<file path="src/rtl/smeu_pkg.sv">
// Package for the stack machine execute unit: payload structs, opcode and
// status codes, stack sizing constants and divider interface types.
// No dependencies.
`default_nettype none

package smeu_pkg;

   localparam int DATA_W      = 32;
   localparam int STACK_DEPTH = 64;
   localparam int ADDR_W      = $clog2(STACK_DEPTH);
   localparam int SP_W        = $clog2(STACK_DEPTH + 1);
   localparam int COUNT_W     = 7;
   localparam int DIV_CNT_W   = $clog2(DATA_W);

   // opcodes
   localparam logic [3:0] OP_ADD    = 4'd0;
   localparam logic [3:0] OP_SUB    = 4'd1;
   localparam logic [3:0] OP_MUL    = 4'd2;
   localparam logic [3:0] OP_DIV    = 4'd3;
   localparam logic [3:0] OP_POP    = 4'd4;
   localparam logic [3:0] OP_PUSH   = 4'd5;
   localparam logic [3:0] OP_DUP    = 4'd6;
   localparam logic [3:0] OP_SWAP   = 4'd7;
   localparam logic [3:0] OP_PRINT  = 4'd8;
   localparam logic [3:0] OP_PRINTC = 4'd9;
   localparam logic [3:0] OP_HALT   = 4'd10;
   localparam logic [3:0] OP_INC    = 4'd11;
   localparam logic [3:0] OP_DEC    = 4'd12;
   localparam logic [3:0] OP_NOP    = 4'd13;

   // status codes
   localparam logic [2:0] ST_OK       = 3'd0;
   localparam logic [2:0] ST_HALT     = 3'd1;
   localparam logic [2:0] ST_UNDER    = 3'd2;
   localparam logic [2:0] ST_OVER     = 3'd3;
   localparam logic [2:0] ST_DIV0     = 3'd4;
   localparam logic [2:0] ST_NOTASCII = 3'd5;
   localparam logic [2:0] ST_IGNORED  = 3'd6;

   localparam logic [DATA_W-1:0] ASCII_MAX = DATA_W'(127);

   typedef struct packed {
      logic [3:0]               func;
      logic signed [DATA_W-1:0] immediate;
   } req_type;

   typedef struct packed {
      logic [2:0]               status;
      logic                     print_valid;
      logic signed [DATA_W-1:0] print_value;
      logic                     print_as_char;
      logic [COUNT_W-1:0]       stack_count;
   } rsp_type;

   typedef struct packed {
      logic              start;
      logic [DATA_W-1:0] dividend;
      logic [DATA_W-1:0] divisor;
   } div_req_type;

   typedef struct packed {
      logic              busy;
      logic              done;
      logic [DATA_W-1:0] quotient;
   } div_rsp_type;

   // low bits of the stack pointer as the reported count
   function automatic logic [COUNT_W-1:0] count_of(input logic [SP_W-1:0] sp);
      logic [SP_W+COUNT_W-1:0] ext;
      ext = {{COUNT_W{1'b0}}, sp};
      return ext[COUNT_W-1:0];
   endfunction

endpackage

`default_nettype wire

</file>
<file path="src/rtl/stack_machine_execute_unit.sv">
// Top level of the stack machine execute unit: sequencer, stack RAM and divider.
// Depends on smeu_pkg, smeu_ram and smeu_div.
`default_nettype none

// One instruction per req transaction, one rsp transaction per instruction, in
// order. The stack lives in a 64 x 32 RAM with registered reads; its top and
// next entries are read continuously at the current stack pointer, so an
// accepted instruction passes from accept into execute, where it writes
// back and loads the result register. SWAP adds a second write state, and
// DIV runs a one-bit-per-cycle divider and waits in S_DIV until it is done.
// The next instruction is taken as soon as the sequencer is back in idle,
// even while the previous result still waits on rsp_stall; apart from the
// divider wait, execution only holds when the result register is still
// occupied. Errors (underflow, overflow, divide by zero, printc out of
// range) leave the stack untouched. After HALT every instruction answers
// "ignored" until reset. Stack entries need no clearing after reset: only
// entries below the stack pointer are ever used.
module stack_machine_execute_unit (
   input  wire logic              clock,
   input  wire logic              reset,
   input  wire logic              req_valid,
   output logic                   req_stall,
   input  wire smeu_pkg::req_type req_data,
   output logic                   rsp_valid,
   input  wire logic              rsp_stall,
   output smeu_pkg::rsp_type      rsp_data
);

   // sequencer states
   localparam logic [1:0] S_IDLE = 2'd0;
   localparam logic [1:0] S_EXEC = 2'd1;
   localparam logic [1:0] S_DIV  = 2'd2;
   localparam logic [1:0] S_WR2  = 2'd3;

   logic [1:0]                  state_ff, state_in;
   logic [smeu_pkg::SP_W-1:0]   sp_ff, sp_in;
   logic                        halted_ff, halted_in;
   logic [3:0]                  func_ff;
   logic [smeu_pkg::DATA_W-1:0] imm_ff;
   logic [smeu_pkg::DATA_W-1:0] hold_ff;
   logic                        rsp_valid_ff, rsp_valid_in;
   smeu_pkg::rsp_type           rsp_data_ff, rsp_data_in;

   // stack addresses around the pointer
   logic [smeu_pkg::SP_W-1:0]   sp_m1, sp_m2, sp_p1;
   logic [smeu_pkg::ADDR_W-1:0] top_addr, nxt_addr, push_addr;
   logic [smeu_pkg::DATA_W-1:0] top, nxt;

   // RAM write port
   logic                        ram_we;
   logic [smeu_pkg::ADDR_W-1:0] ram_waddr;
   logic [smeu_pkg::DATA_W-1:0] ram_wdata;

   // execute decode
   logic [2:0]                  x_status;
   logic                        x_pv, x_pch;
   logic [smeu_pkg::DATA_W-1:0] x_pval;
   logic                        x_we;
   logic [smeu_pkg::ADDR_W-1:0] x_waddr;
   logic [smeu_pkg::DATA_W-1:0] x_wdata;
   logic [smeu_pkg::SP_W-1:0]   x_sp;
   logic                        x_div, x_wr2, x_halt;
   logic                        has1, has2, full;
   logic [smeu_pkg::DATA_W-1:0] product;

   logic                        accept, out_free;
   smeu_pkg::div_req_type       div_req;
   smeu_pkg::div_rsp_type       div_rsp;

   assign sp_m1     = sp_ff - smeu_pkg::SP_W'(1);
   assign sp_m2     = sp_ff - smeu_pkg::SP_W'(2);
   assign sp_p1     = sp_ff + smeu_pkg::SP_W'(1);
   assign top_addr  = sp_m1[smeu_pkg::ADDR_W-1:0];
   assign nxt_addr  = sp_m2[smeu_pkg::ADDR_W-1:0];
   assign push_addr = sp_ff[smeu_pkg::ADDR_W-1:0];

   assign has1 = (sp_ff != '0);
   assign has2 = (sp_ff >= smeu_pkg::SP_W'(2));
   assign full = (sp_ff >= smeu_pkg::SP_W'(smeu_pkg::STACK_DEPTH));

   assign req_stall = (state_ff != S_IDLE);
   assign accept    = req_valid && !req_stall;
   assign out_free  = !rsp_valid_ff || !rsp_stall;

   smeu_ram #(
      .WIDTH (smeu_pkg::DATA_W),
      .DEPTH (smeu_pkg::STACK_DEPTH)
   ) u_stack (
      .clock     (clock),
      .wr_en     (ram_we),
      .wr_addr   (ram_waddr),
      .wr_data   (ram_wdata),
      .rd_addr_a (top_addr),
      .rd_data_a (top),
      .rd_addr_b (nxt_addr),
      .rd_data_b (nxt)
   );

   assign div_req.start    = (state_ff == S_EXEC) && x_div;
   assign div_req.dividend = nxt;
   assign div_req.divisor  = top;

   smeu_div u_div (
      .clock (clock),
      .reset (reset),
      .req   (div_req),
      .rsp   (div_rsp)
   );

   assign product = nxt * top;

   // instruction decode against the operands read this cycle
   always_comb begin
      x_status = smeu_pkg::ST_OK;
      x_pv     = 1'b0;
      x_pch    = 1'b0;
      x_pval   = '0;
      x_we     = 1'b0;
      x_waddr  = nxt_addr;
      x_wdata  = top;
      x_sp     = sp_ff;
      x_div    = 1'b0;
      x_wr2    = 1'b0;
      x_halt   = 1'b0;
      if (halted_ff) begin
         x_status = smeu_pkg::ST_IGNORED;
      end else begin
         unique case (func_ff) inside
            smeu_pkg::OP_ADD, smeu_pkg::OP_SUB, smeu_pkg::OP_MUL: begin
               if (!has2) begin
                  x_status = smeu_pkg::ST_UNDER;
               end else begin
                  x_we    = 1'b1;
                  x_waddr = nxt_addr;
                  x_sp    = sp_m1;
                  if (func_ff == smeu_pkg::OP_ADD) begin
                     x_wdata = nxt + top;
                  end else if (func_ff == smeu_pkg::OP_SUB) begin
                     x_wdata = nxt - top;
                  end else begin
                     x_wdata = product;
                  end
               end
            end
            smeu_pkg::OP_DIV: begin
               if (!has2) begin
                  x_status = smeu_pkg::ST_UNDER;
               end else if (top == '0) begin
                  x_status = smeu_pkg::ST_DIV0;
               end else begin
                  x_div = 1'b1;
               end
            end
            smeu_pkg::OP_SWAP: begin
               if (!has2) begin
                  x_status = smeu_pkg::ST_UNDER;
               end else begin
                  // top slot now, next slot in the second write state
                  x_we    = 1'b1;
                  x_waddr = top_addr;
                  x_wdata = nxt;
                  x_wr2   = 1'b1;
               end
            end
            smeu_pkg::OP_PUSH, smeu_pkg::OP_DUP: begin
               if (func_ff == smeu_pkg::OP_DUP && !has1) begin
                  x_status = smeu_pkg::ST_UNDER;
               end else if (full) begin
                  x_status = smeu_pkg::ST_OVER;
               end else begin
                  x_we    = 1'b1;
                  x_waddr = push_addr;
                  x_wdata = (func_ff == smeu_pkg::OP_PUSH) ? imm_ff : top;
                  x_sp    = sp_p1;
               end
            end
            smeu_pkg::OP_POP, smeu_pkg::OP_PRINT, smeu_pkg::OP_PRINTC: begin
               if (!has1) begin
                  x_status = smeu_pkg::ST_UNDER;
               end else if (func_ff == smeu_pkg::OP_PRINTC && top > smeu_pkg::ASCII_MAX) begin
                  x_status = smeu_pkg::ST_NOTASCII;
               end else begin
                  x_sp = sp_m1;
                  if (func_ff != smeu_pkg::OP_POP) begin
                     x_pv   = 1'b1;
                     x_pval = top;
                     x_pch  = (func_ff == smeu_pkg::OP_PRINTC);
                  end
               end
            end
            smeu_pkg::OP_INC, smeu_pkg::OP_DEC: begin
               if (!has1) begin
                  x_status = smeu_pkg::ST_UNDER;
               end else begin
                  x_we    = 1'b1;
                  x_waddr = top_addr;
                  x_wdata = (func_ff == smeu_pkg::OP_INC) ? top + 1'b1 : top - 1'b1;
               end
            end
            smeu_pkg::OP_HALT: begin
               x_status = smeu_pkg::ST_HALT;
               x_halt   = 1'b1;
            end
            default: begin
               // nop and undefined opcodes
            end
         endcase
      end
   end

   // sequencer, write port and result register
   always_comb begin
      state_in     = state_ff;
      sp_in        = sp_ff;
      halted_in    = halted_ff;
      ram_we       = 1'b0;
      ram_waddr    = x_waddr;
      ram_wdata    = x_wdata;
      rsp_valid_in = rsp_valid_ff && rsp_stall;
      rsp_data_in  = rsp_data_ff;
      unique case (state_ff)
         S_IDLE: begin
            if (accept) begin
               state_in = S_EXEC;
            end
         end
         S_EXEC: begin
            if (x_div) begin
               state_in = S_DIV;
            end else if (x_wr2) begin
               ram_we   = 1'b1;
               state_in = S_WR2;
            end else if (out_free) begin
               ram_we                    = x_we;
               sp_in                     = x_sp;
               halted_in                 = halted_ff || x_halt;
               rsp_valid_in              = 1'b1;
               rsp_data_in.status        = x_status;
               rsp_data_in.print_valid   = x_pv;
               rsp_data_in.print_value   = x_pval;
               rsp_data_in.print_as_char = x_pch;
               rsp_data_in.stack_count   = smeu_pkg::count_of(x_sp);
               state_in                  = S_IDLE;
            end
         end
         S_WR2: begin
            ram_waddr = nxt_addr;
            ram_wdata = hold_ff;
            if (out_free) begin
               ram_we                    = 1'b1;
               rsp_valid_in              = 1'b1;
               rsp_data_in.status        = smeu_pkg::ST_OK;
               rsp_data_in.print_valid   = 1'b0;
               rsp_data_in.print_value   = '0;
               rsp_data_in.print_as_char = 1'b0;
               rsp_data_in.stack_count   = smeu_pkg::count_of(sp_ff);
               state_in                  = S_IDLE;
            end
         end
         S_DIV: begin
            ram_waddr = nxt_addr;
            ram_wdata = div_rsp.quotient;
            if (div_rsp.done && out_free) begin
               ram_we                    = 1'b1;
               sp_in                     = sp_m1;
               rsp_valid_in              = 1'b1;
               rsp_data_in.status        = smeu_pkg::ST_OK;
               rsp_data_in.print_valid   = 1'b0;
               rsp_data_in.print_value   = '0;
               rsp_data_in.print_as_char = 1'b0;
               rsp_data_in.stack_count   = smeu_pkg::count_of(sp_m1);
               state_in                  = S_IDLE;
            end
         end
         default: begin
            state_in = S_IDLE;
         end
      endcase
   end

   always_ff @(posedge clock) begin
      if (reset) begin
         state_ff     <= S_IDLE;
         sp_ff        <= '0;
         halted_ff    <= 1'b0;
         rsp_valid_ff <= 1'b0;
      end else begin
         state_ff     <= state_in;
         sp_ff        <= sp_in;
         halted_ff    <= halted_in;
         rsp_valid_ff <= rsp_valid_in;
      end
      rsp_data_ff <= rsp_data_in;
      if (accept) begin
         func_ff <= req_data.func;
         imm_ff  <= req_data.immediate;
      end
      if (state_ff == S_EXEC) begin
         hold_ff <= top;
      end
   end

   assign rsp_valid = rsp_valid_ff;
   assign rsp_data  = rsp_data_ff;

   a_sp_bound: assert property (@(posedge clock) disable iff (reset)
      sp_ff <= smeu_pkg::SP_W'(smeu_pkg::STACK_DEPTH))
      else $error("stack pointer beyond depth");

   a_halt_sticky: assert property (@(posedge clock) disable iff (reset)
      halted_ff |=> halted_ff)
      else $error("halt flag dropped without reset");

   a_div_operands: assert property (@(posedge clock) disable iff (reset)
      (state_ff == S_DIV) |-> (has2 && !halted_ff))
      else $error("division running without two operands");

   a_div_entry: assert property (@(posedge clock) disable iff (reset)
      (state_ff == S_EXEC && x_div) |=> (state_ff == S_DIV && div_rsp.busy))
      else $error("divider not started on div");

endmodule

`default_nettype wire

</file>
<file path="src/rtl/smeu_ram.sv">
// Generic synchronous RAM: one write port, two registered read ports.
// No dependencies.
`default_nettype none

module smeu_ram #(
   parameter int WIDTH = 32,
   parameter int DEPTH = 64
) (
   input  wire logic                     clock,
   input  wire logic                     wr_en,
   input  wire logic [$clog2(DEPTH)-1:0] wr_addr,
   input  wire logic [WIDTH-1:0]         wr_data,
   input  wire logic [$clog2(DEPTH)-1:0] rd_addr_a,
   output logic      [WIDTH-1:0]         rd_data_a,
   input  wire logic [$clog2(DEPTH)-1:0] rd_addr_b,
   output logic      [WIDTH-1:0]         rd_data_b
);

   logic [WIDTH-1:0] mem [DEPTH];
   logic [WIDTH-1:0] rd_a_ff;
   logic [WIDTH-1:0] rd_b_ff;

   always_ff @(posedge clock) begin
      if (wr_en) begin
         mem[wr_addr] <= wr_data;
      end
      rd_a_ff <= mem[rd_addr_a];
      rd_b_ff <= mem[rd_addr_b];
   end

   assign rd_data_a = rd_a_ff;
   assign rd_data_b = rd_b_ff;

endmodule

`default_nettype wire

</file>
<file path="src/rtl/smeu_div.sv">
// Iterative signed divider, one quotient bit per cycle, truncating toward zero.
// Depends on smeu_pkg.
`default_nettype none

module smeu_div (
   input  wire logic                 clock,
   input  wire logic                 reset,
   input  wire smeu_pkg::div_req_type req,
   output smeu_pkg::div_rsp_type     rsp
);

   logic                            busy_ff, busy_in;
   logic                            done_ff, done_in;
   logic [smeu_pkg::DIV_CNT_W-1:0]  cnt_ff, cnt_in;
   logic [smeu_pkg::DATA_W-1:0]     rem_ff, rem_in;
   logic [smeu_pkg::DATA_W-1:0]     quo_ff, quo_in;
   logic [smeu_pkg::DATA_W-1:0]     den_ff, den_in;
   logic                            neg_ff, neg_in;
   logic [smeu_pkg::DATA_W:0]       trial;
   logic [smeu_pkg::DATA_W:0]       diff;

   always_comb begin
      busy_in = busy_ff;
      done_in = done_ff;
      cnt_in  = cnt_ff;
      rem_in  = rem_ff;
      quo_in  = quo_ff;
      den_in  = den_ff;
      neg_in  = neg_ff;
      trial   = {rem_ff, quo_ff[smeu_pkg::DATA_W-1]};
      diff    = trial - {1'b0, den_ff};
      if (req.start) begin
         // magnitudes in, sign applied on the way out
         busy_in = 1'b1;
         done_in = 1'b0;
         cnt_in  = '1;
         rem_in  = '0;
         quo_in  = req.dividend[smeu_pkg::DATA_W-1] ? (0 - req.dividend) : req.dividend;
         den_in  = req.divisor[smeu_pkg::DATA_W-1] ? (0 - req.divisor) : req.divisor;
         neg_in  = req.dividend[smeu_pkg::DATA_W-1] ^ req.divisor[smeu_pkg::DATA_W-1];
      end else if (busy_ff) begin
         if (!diff[smeu_pkg::DATA_W]) begin
            rem_in = diff[smeu_pkg::DATA_W-1:0];
         end else begin
            rem_in = trial[smeu_pkg::DATA_W-1:0];
         end
         quo_in = {quo_ff[smeu_pkg::DATA_W-2:0], ~diff[smeu_pkg::DATA_W]};
         cnt_in = cnt_ff - 1'b1;
         if (cnt_ff == '0) begin
            busy_in = 1'b0;
            done_in = 1'b1;
         end
      end
   end

   always_ff @(posedge clock) begin
      if (reset) begin
         busy_ff <= 1'b0;
         done_ff <= 1'b0;
         cnt_ff  <= '0;
      end else begin
         busy_ff <= busy_in;
         done_ff <= done_in;
         cnt_ff  <= cnt_in;
      end
      rem_ff <= rem_in;
      quo_ff <= quo_in;
      den_ff <= den_in;
      neg_ff <= neg_in;
   end

   assign rsp.busy     = busy_ff;
   assign rsp.done     = done_ff;
   assign rsp.quotient = neg_ff ? (0 - quo_ff) : quo_ff;

   a_busy_done_excl: assert property (@(posedge clock) disable iff (reset)
      !(busy_ff && done_ff))
      else $error("divider busy and done together");

endmodule

`default_nettype wire
</file>
<file path="config.mk">
export PLATFORM = sky130hd
export DESIGN_NAME = stack_machine_execute_unit
export DESIGN_NICKNAME = d
export VERILOG_FILES = /design/src/rtl/smeu_pkg.sv /design/src/rtl/stack_machine_execute_unit.sv /design/src/rtl/smeu_ram.sv /design/src/rtl/smeu_div.sv
export SDC_FILE = /design/constraint.sdc
export NUM_CORES = 2
export LEC_CHECK = 0
export BUFFER_PORTS_ARGS = -buffer_cell sky130_fd_sc_hd__buf_2
export CAP_MARGIN = 20
export CORE_ASPECT_RATIO = 1.25
export CORE_MARGIN = 1
export CORE_UTILIZATION = 32
export DETAILED_ROUTE_END_ITERATION = 8
export MAX_ROUTING_LAYER = met4
export SYNTH_ARGS = -nofsm -noshare
export SYNTH_HDL_FRONTEND = slang
export SYNTH_SLANG_ARGS = --single-unit
</file>
<file path="constraint.sdc">
create_clock -name clock -period 12.18 [get_ports clock]
set_input_delay 1.218 -clock clock [delete_from_list [all_inputs] [get_ports clock]]
set_output_delay 1.218 -clock clock [all_outputs]
set_load 0.02 [all_outputs]
</file>
==> results.json <==
{
  "routed_via_density": 5.95,
  "wl_per_cell_um": 32.5,
  "rsz0062_at_grt": "false",
  "synth_edf_count": 2225,
  "holdPathEnd": "imm_ff[30]$_DFFE_PP_",
  "max_freq_mhz": 105,
  "grt_max_degree": 143,
  "cts_buffer_depth": 4,
  "min_path_type": "input pin to flop",
  "r2r_start": "u_stack.rd_data_b[12]$_DFF_P_",
  "synthMuxAreaShare": 0.228,
  "fin_crit_sh": 0.784,
  "post_cts_buffers": 0,
  "synthSimpleGateAreaFrac": 0.0552,
  "layout_setup_ws_ns": 2.64,
  "drt_iter0_drc": 10600,
  "cts_sinks": 2339,
  "start_util": 0.322,
  "synth_top_family_by_area": "multiplexers",
  "vias": 82200,
  "cts.clk_slew.worst_paths_ns": 0.07,
  "end_kind": "flop",
  "finalNetCount": 8936,
  "detailed_place_hpwl_um": 284000,
  "gr-usage-met2": 0.368,
  "synthArstFlopShare": 0,
  "grt.total_usage": 0.222,
  "fp.dieH_um": 716,
  "yosysSeqAreaShare": 0.530,
  "rows": 261,
  "max-cap-violations": 0,
  "core_area_um2": 405000,
  "yosysTopAreaCellShare": 0.512,
  "die-area_um2": 410000,
  "fill_cells": 37900,
  "synth_area_leader_cell": "edfxtp_1",
  "reg2regPathDepth": 26,
  "synth_area_leaders": "edfxtp_1 51%, mux4_2 22%, fa_1 6.3%, ha_1 2.5%, dfxtp_1 1.7%",
  "synth_nets": 8902,
  "synth.most_common_cell": "edfxtp_1",
  "grt_pass1_vias": 83700,
  "reg2reg_to": "u_stack.mem[52][29]$_DFFE_PP_",
  "routed_wl_um": 450000,
  "clock_skew_ns": 0.0938,
  "holdBufCountCts": 0,
  "critical_path_class": "flop to flop",
  "finalMaxSlewViolations": 0,
  "grt.busiest_layer": "met2",
  "violations": "DRC",
  "synth_area_um2": 130000,
  "pre_cts_slack_ns": 2.51,
  "worst_pin_slew_ns": 1.26,
  "cts_tree": "built",
  "whs_path_depth": 1,
  "global_route.overflow_total": 0,
  "setup_tns_ns": 0,
  "met3_usage": 0.0330,
  "clock_latency_ns": 0.94,
  "final_layout_size_suffix_gt1_frac": 0.263,
  "gr-usage-met1": 0.264,
  "synthDistinctLibCells": 92,
  "antenna_left": 0,
  "period_needed_ns": 9.54,
  "clock-root-buffer": "clkbuf_16",
  "synthXorXnorAreaFrac": 0.0170,
  "hold_viol": 0,
  "avgSynthCellArea_um2": 15.9,
  "gp_congestion": 0.973,
  "dr.pass1.iters": 8,
  "remaining_drc_errors": 32,
  "cp.arrival_ns": 10.10,
  "setup_viol": 0,
  "cts_buffers": 230,
  "die_w_um": 573,
  "grt_pass1_wl_um": 633000,
  "status": "finished with violations",
  "synth_ff_type": "edfxtp_1",
  "ios": 86,
  "antenna_found_initial": 23,
  "h-tree-depth": 4,
  "max_slew_margin": 0.162,
  "cts_resized": 0,
  "synth_compound_area_frac": 0.0503,
  "syn_to_final_growth_pct": 12.1,
  "synthAdderAreaFrac": 0.0884,
  "port_buffers": 85,
  "reg2reg_slack_ns": 2.64,
  "hold_start": "req_data[30]",
  "synth_common_cells": "2225 x edfxtp_1, 1301 x mux4_2, 539 x nand2_1",
  "cp.required_ns": 12.74,
  "startpoint_type": "flop",
  "cp_max_fo": 64,
  "synth_seq_cells": 2339,
  "netlist_instances": 8187,
  "yosys_warnings": 0
}
==> critical path, stage by stage, from the launching register on <==
cell	delay (ns)
dfxtp_1	1.11
buf_4	0.35
and2_1	0.17
fa_1	0.45
fa_1	0.49
fa_1	0.52
inv_1	0.05
fa_1	0.47
inv_1	0.05
fa_1	0.52
inv_1	0.07
fa_1	0.53
inv_1	0.06
fa_1	0.49
fa_1	0.43
ha_1	0.37
a21oi_1	0.22
o21ai_0	0.17
a31oi_1	0.30
o2111ai_1	0.22
a41oi_1	0.52
xnor2_1	0.19
nand2_1	0.11
o311ai_0	0.13
a2111oi_0	0.75
o21ai_4	0.12
buf_4	0.33
==> placed cells by master, fill, tap and decap left out, drive strengths merged, types with 20 or more instances in the layout <==
cell / n
or3: 24
buf: 369
a21oi: 244
nor2b: 30
and2: 299
a221oi: 32
mux2i: 41
clkinv: 99
o221ai: 33
ha: 263
fa: 412
or4: 20
nand2: 539
nor3: 57
and3: 45
nor2: 314
a22oi: 33
o22ai: 22
a21o: 42
a221o: 27
o31ai: 41
edfxtp: 2225
a31oi: 71
o21a: 28
nand3: 48
xor2: 75
a211oi: 52
bufinv: 20
o21ai: 222
dfxtp: 114
inv: 523
clkbuf: 272
mux4: 1301
diode: 24
nand2b: 45
xnor2: 178
==> routing by layer <==
layer / part of all wire / vias to the layer above
met2: 0.50 / 4843
met3: 0.083 / 1090
met4: 0.060 / 0
li1: - / 32300
met1: 0.36 / 43900
met5: 0 / -
==> through the flow <==
stage | hold WS [ns] | cell area (µm²) | utilization | instances
finish | 0.492 | 146000 | 0.361 | 13800
floorplan | 0.406 | 130000 | - | 8187
global route | 0.462 | 146000 | 0.361 | 13800
global placement | 0.490 | 139000 | 0.342 | 13400
CTS | 0.429 | 146000 | 0.361 | 13800
detailed placement | 0.502 | 139000 | 0.343 | 13400
==> worst max path at each step <==
| stage | from | endpoint | slack (ns) | cells after the start |
|---|---|---|---|---|
| finish | u_stack.rd_data_b[12]$_DFF_P_ | u_stack.mem[52][29]$_DFFE_PP_ | 2.64 | 26 |
| detailed placement | u_stack.rd_data_b[12]$_DFF_P_ | u_stack.mem[18][22]$_DFFE_PP_ | 2.51 | 24 |
| global route | u_stack.rd_data_b[12]$_DFF_P_ | u_stack.mem[32][29]$_DFFE_PP_ | 2.24 | 26 |
| global placement | u_stack.rd_data_b[12]$_DFF_P_ | u_stack.mem[0][22]$_DFFE_PP_ | 2.55 | 24 |
| CTS | u_stack.rd_data_b[12]$_DFF_P_ | u_stack.mem[35][22]$_DFFE_PP_ | 2.51 | 24 |
| floorplan | u_stack.rd_data_a[7]$_DFF_P_ | u_stack.mem[0][24]$_DFFE_PP_ | 2.27 | 25 |
==> logic make-up after synthesis <==
kind of cell	Yosys count
compound gates	997
xor+xnor	253
simple gates	1494
mux	1348
buf+inv	1081
flops	2339
fa+ha+maj	675
==> cell type report <==
type | count | area (µm²) | share of cell area
clock buffer | 272 | 5990 | 0.0410
inverter | 514 | 1930 | 0.0132
antenna | 24 | 60.1 | 0.000410
sequential | 2339 | 69100 | 0.472
multi-input combinational | 4767 | 58300 | 0.398
clock inverter | 145 | 1360 | 0.00932
tap | 5391 | 6750 | 0.0461
timing repair buffer | 369 | 2820 | 0.0192
==> state kept, by name (all words and copies together), names as in the netlist <==
register           flops
halted_ff              1
hold_ff               32
u_div.neg_ff           1
rsp_valid              1
func_ff                4
state_ff               2
u_stack.rd_data_a     32
imm_ff                32
u_div.cnt_ff           5
u_stack.rd_data_b     32
u_div.busy_ff          1
rsp_data              44
sp_ff                  7
u_div.rem_ff          32
u_div.quo_ff          32
u_stack.mem         2048
u_div.den_ff          32
u_div.done_ff          1
Power is not shown: default switching activity piles up to over one toggle a cycle in this logic, so the estimate is an artifact.
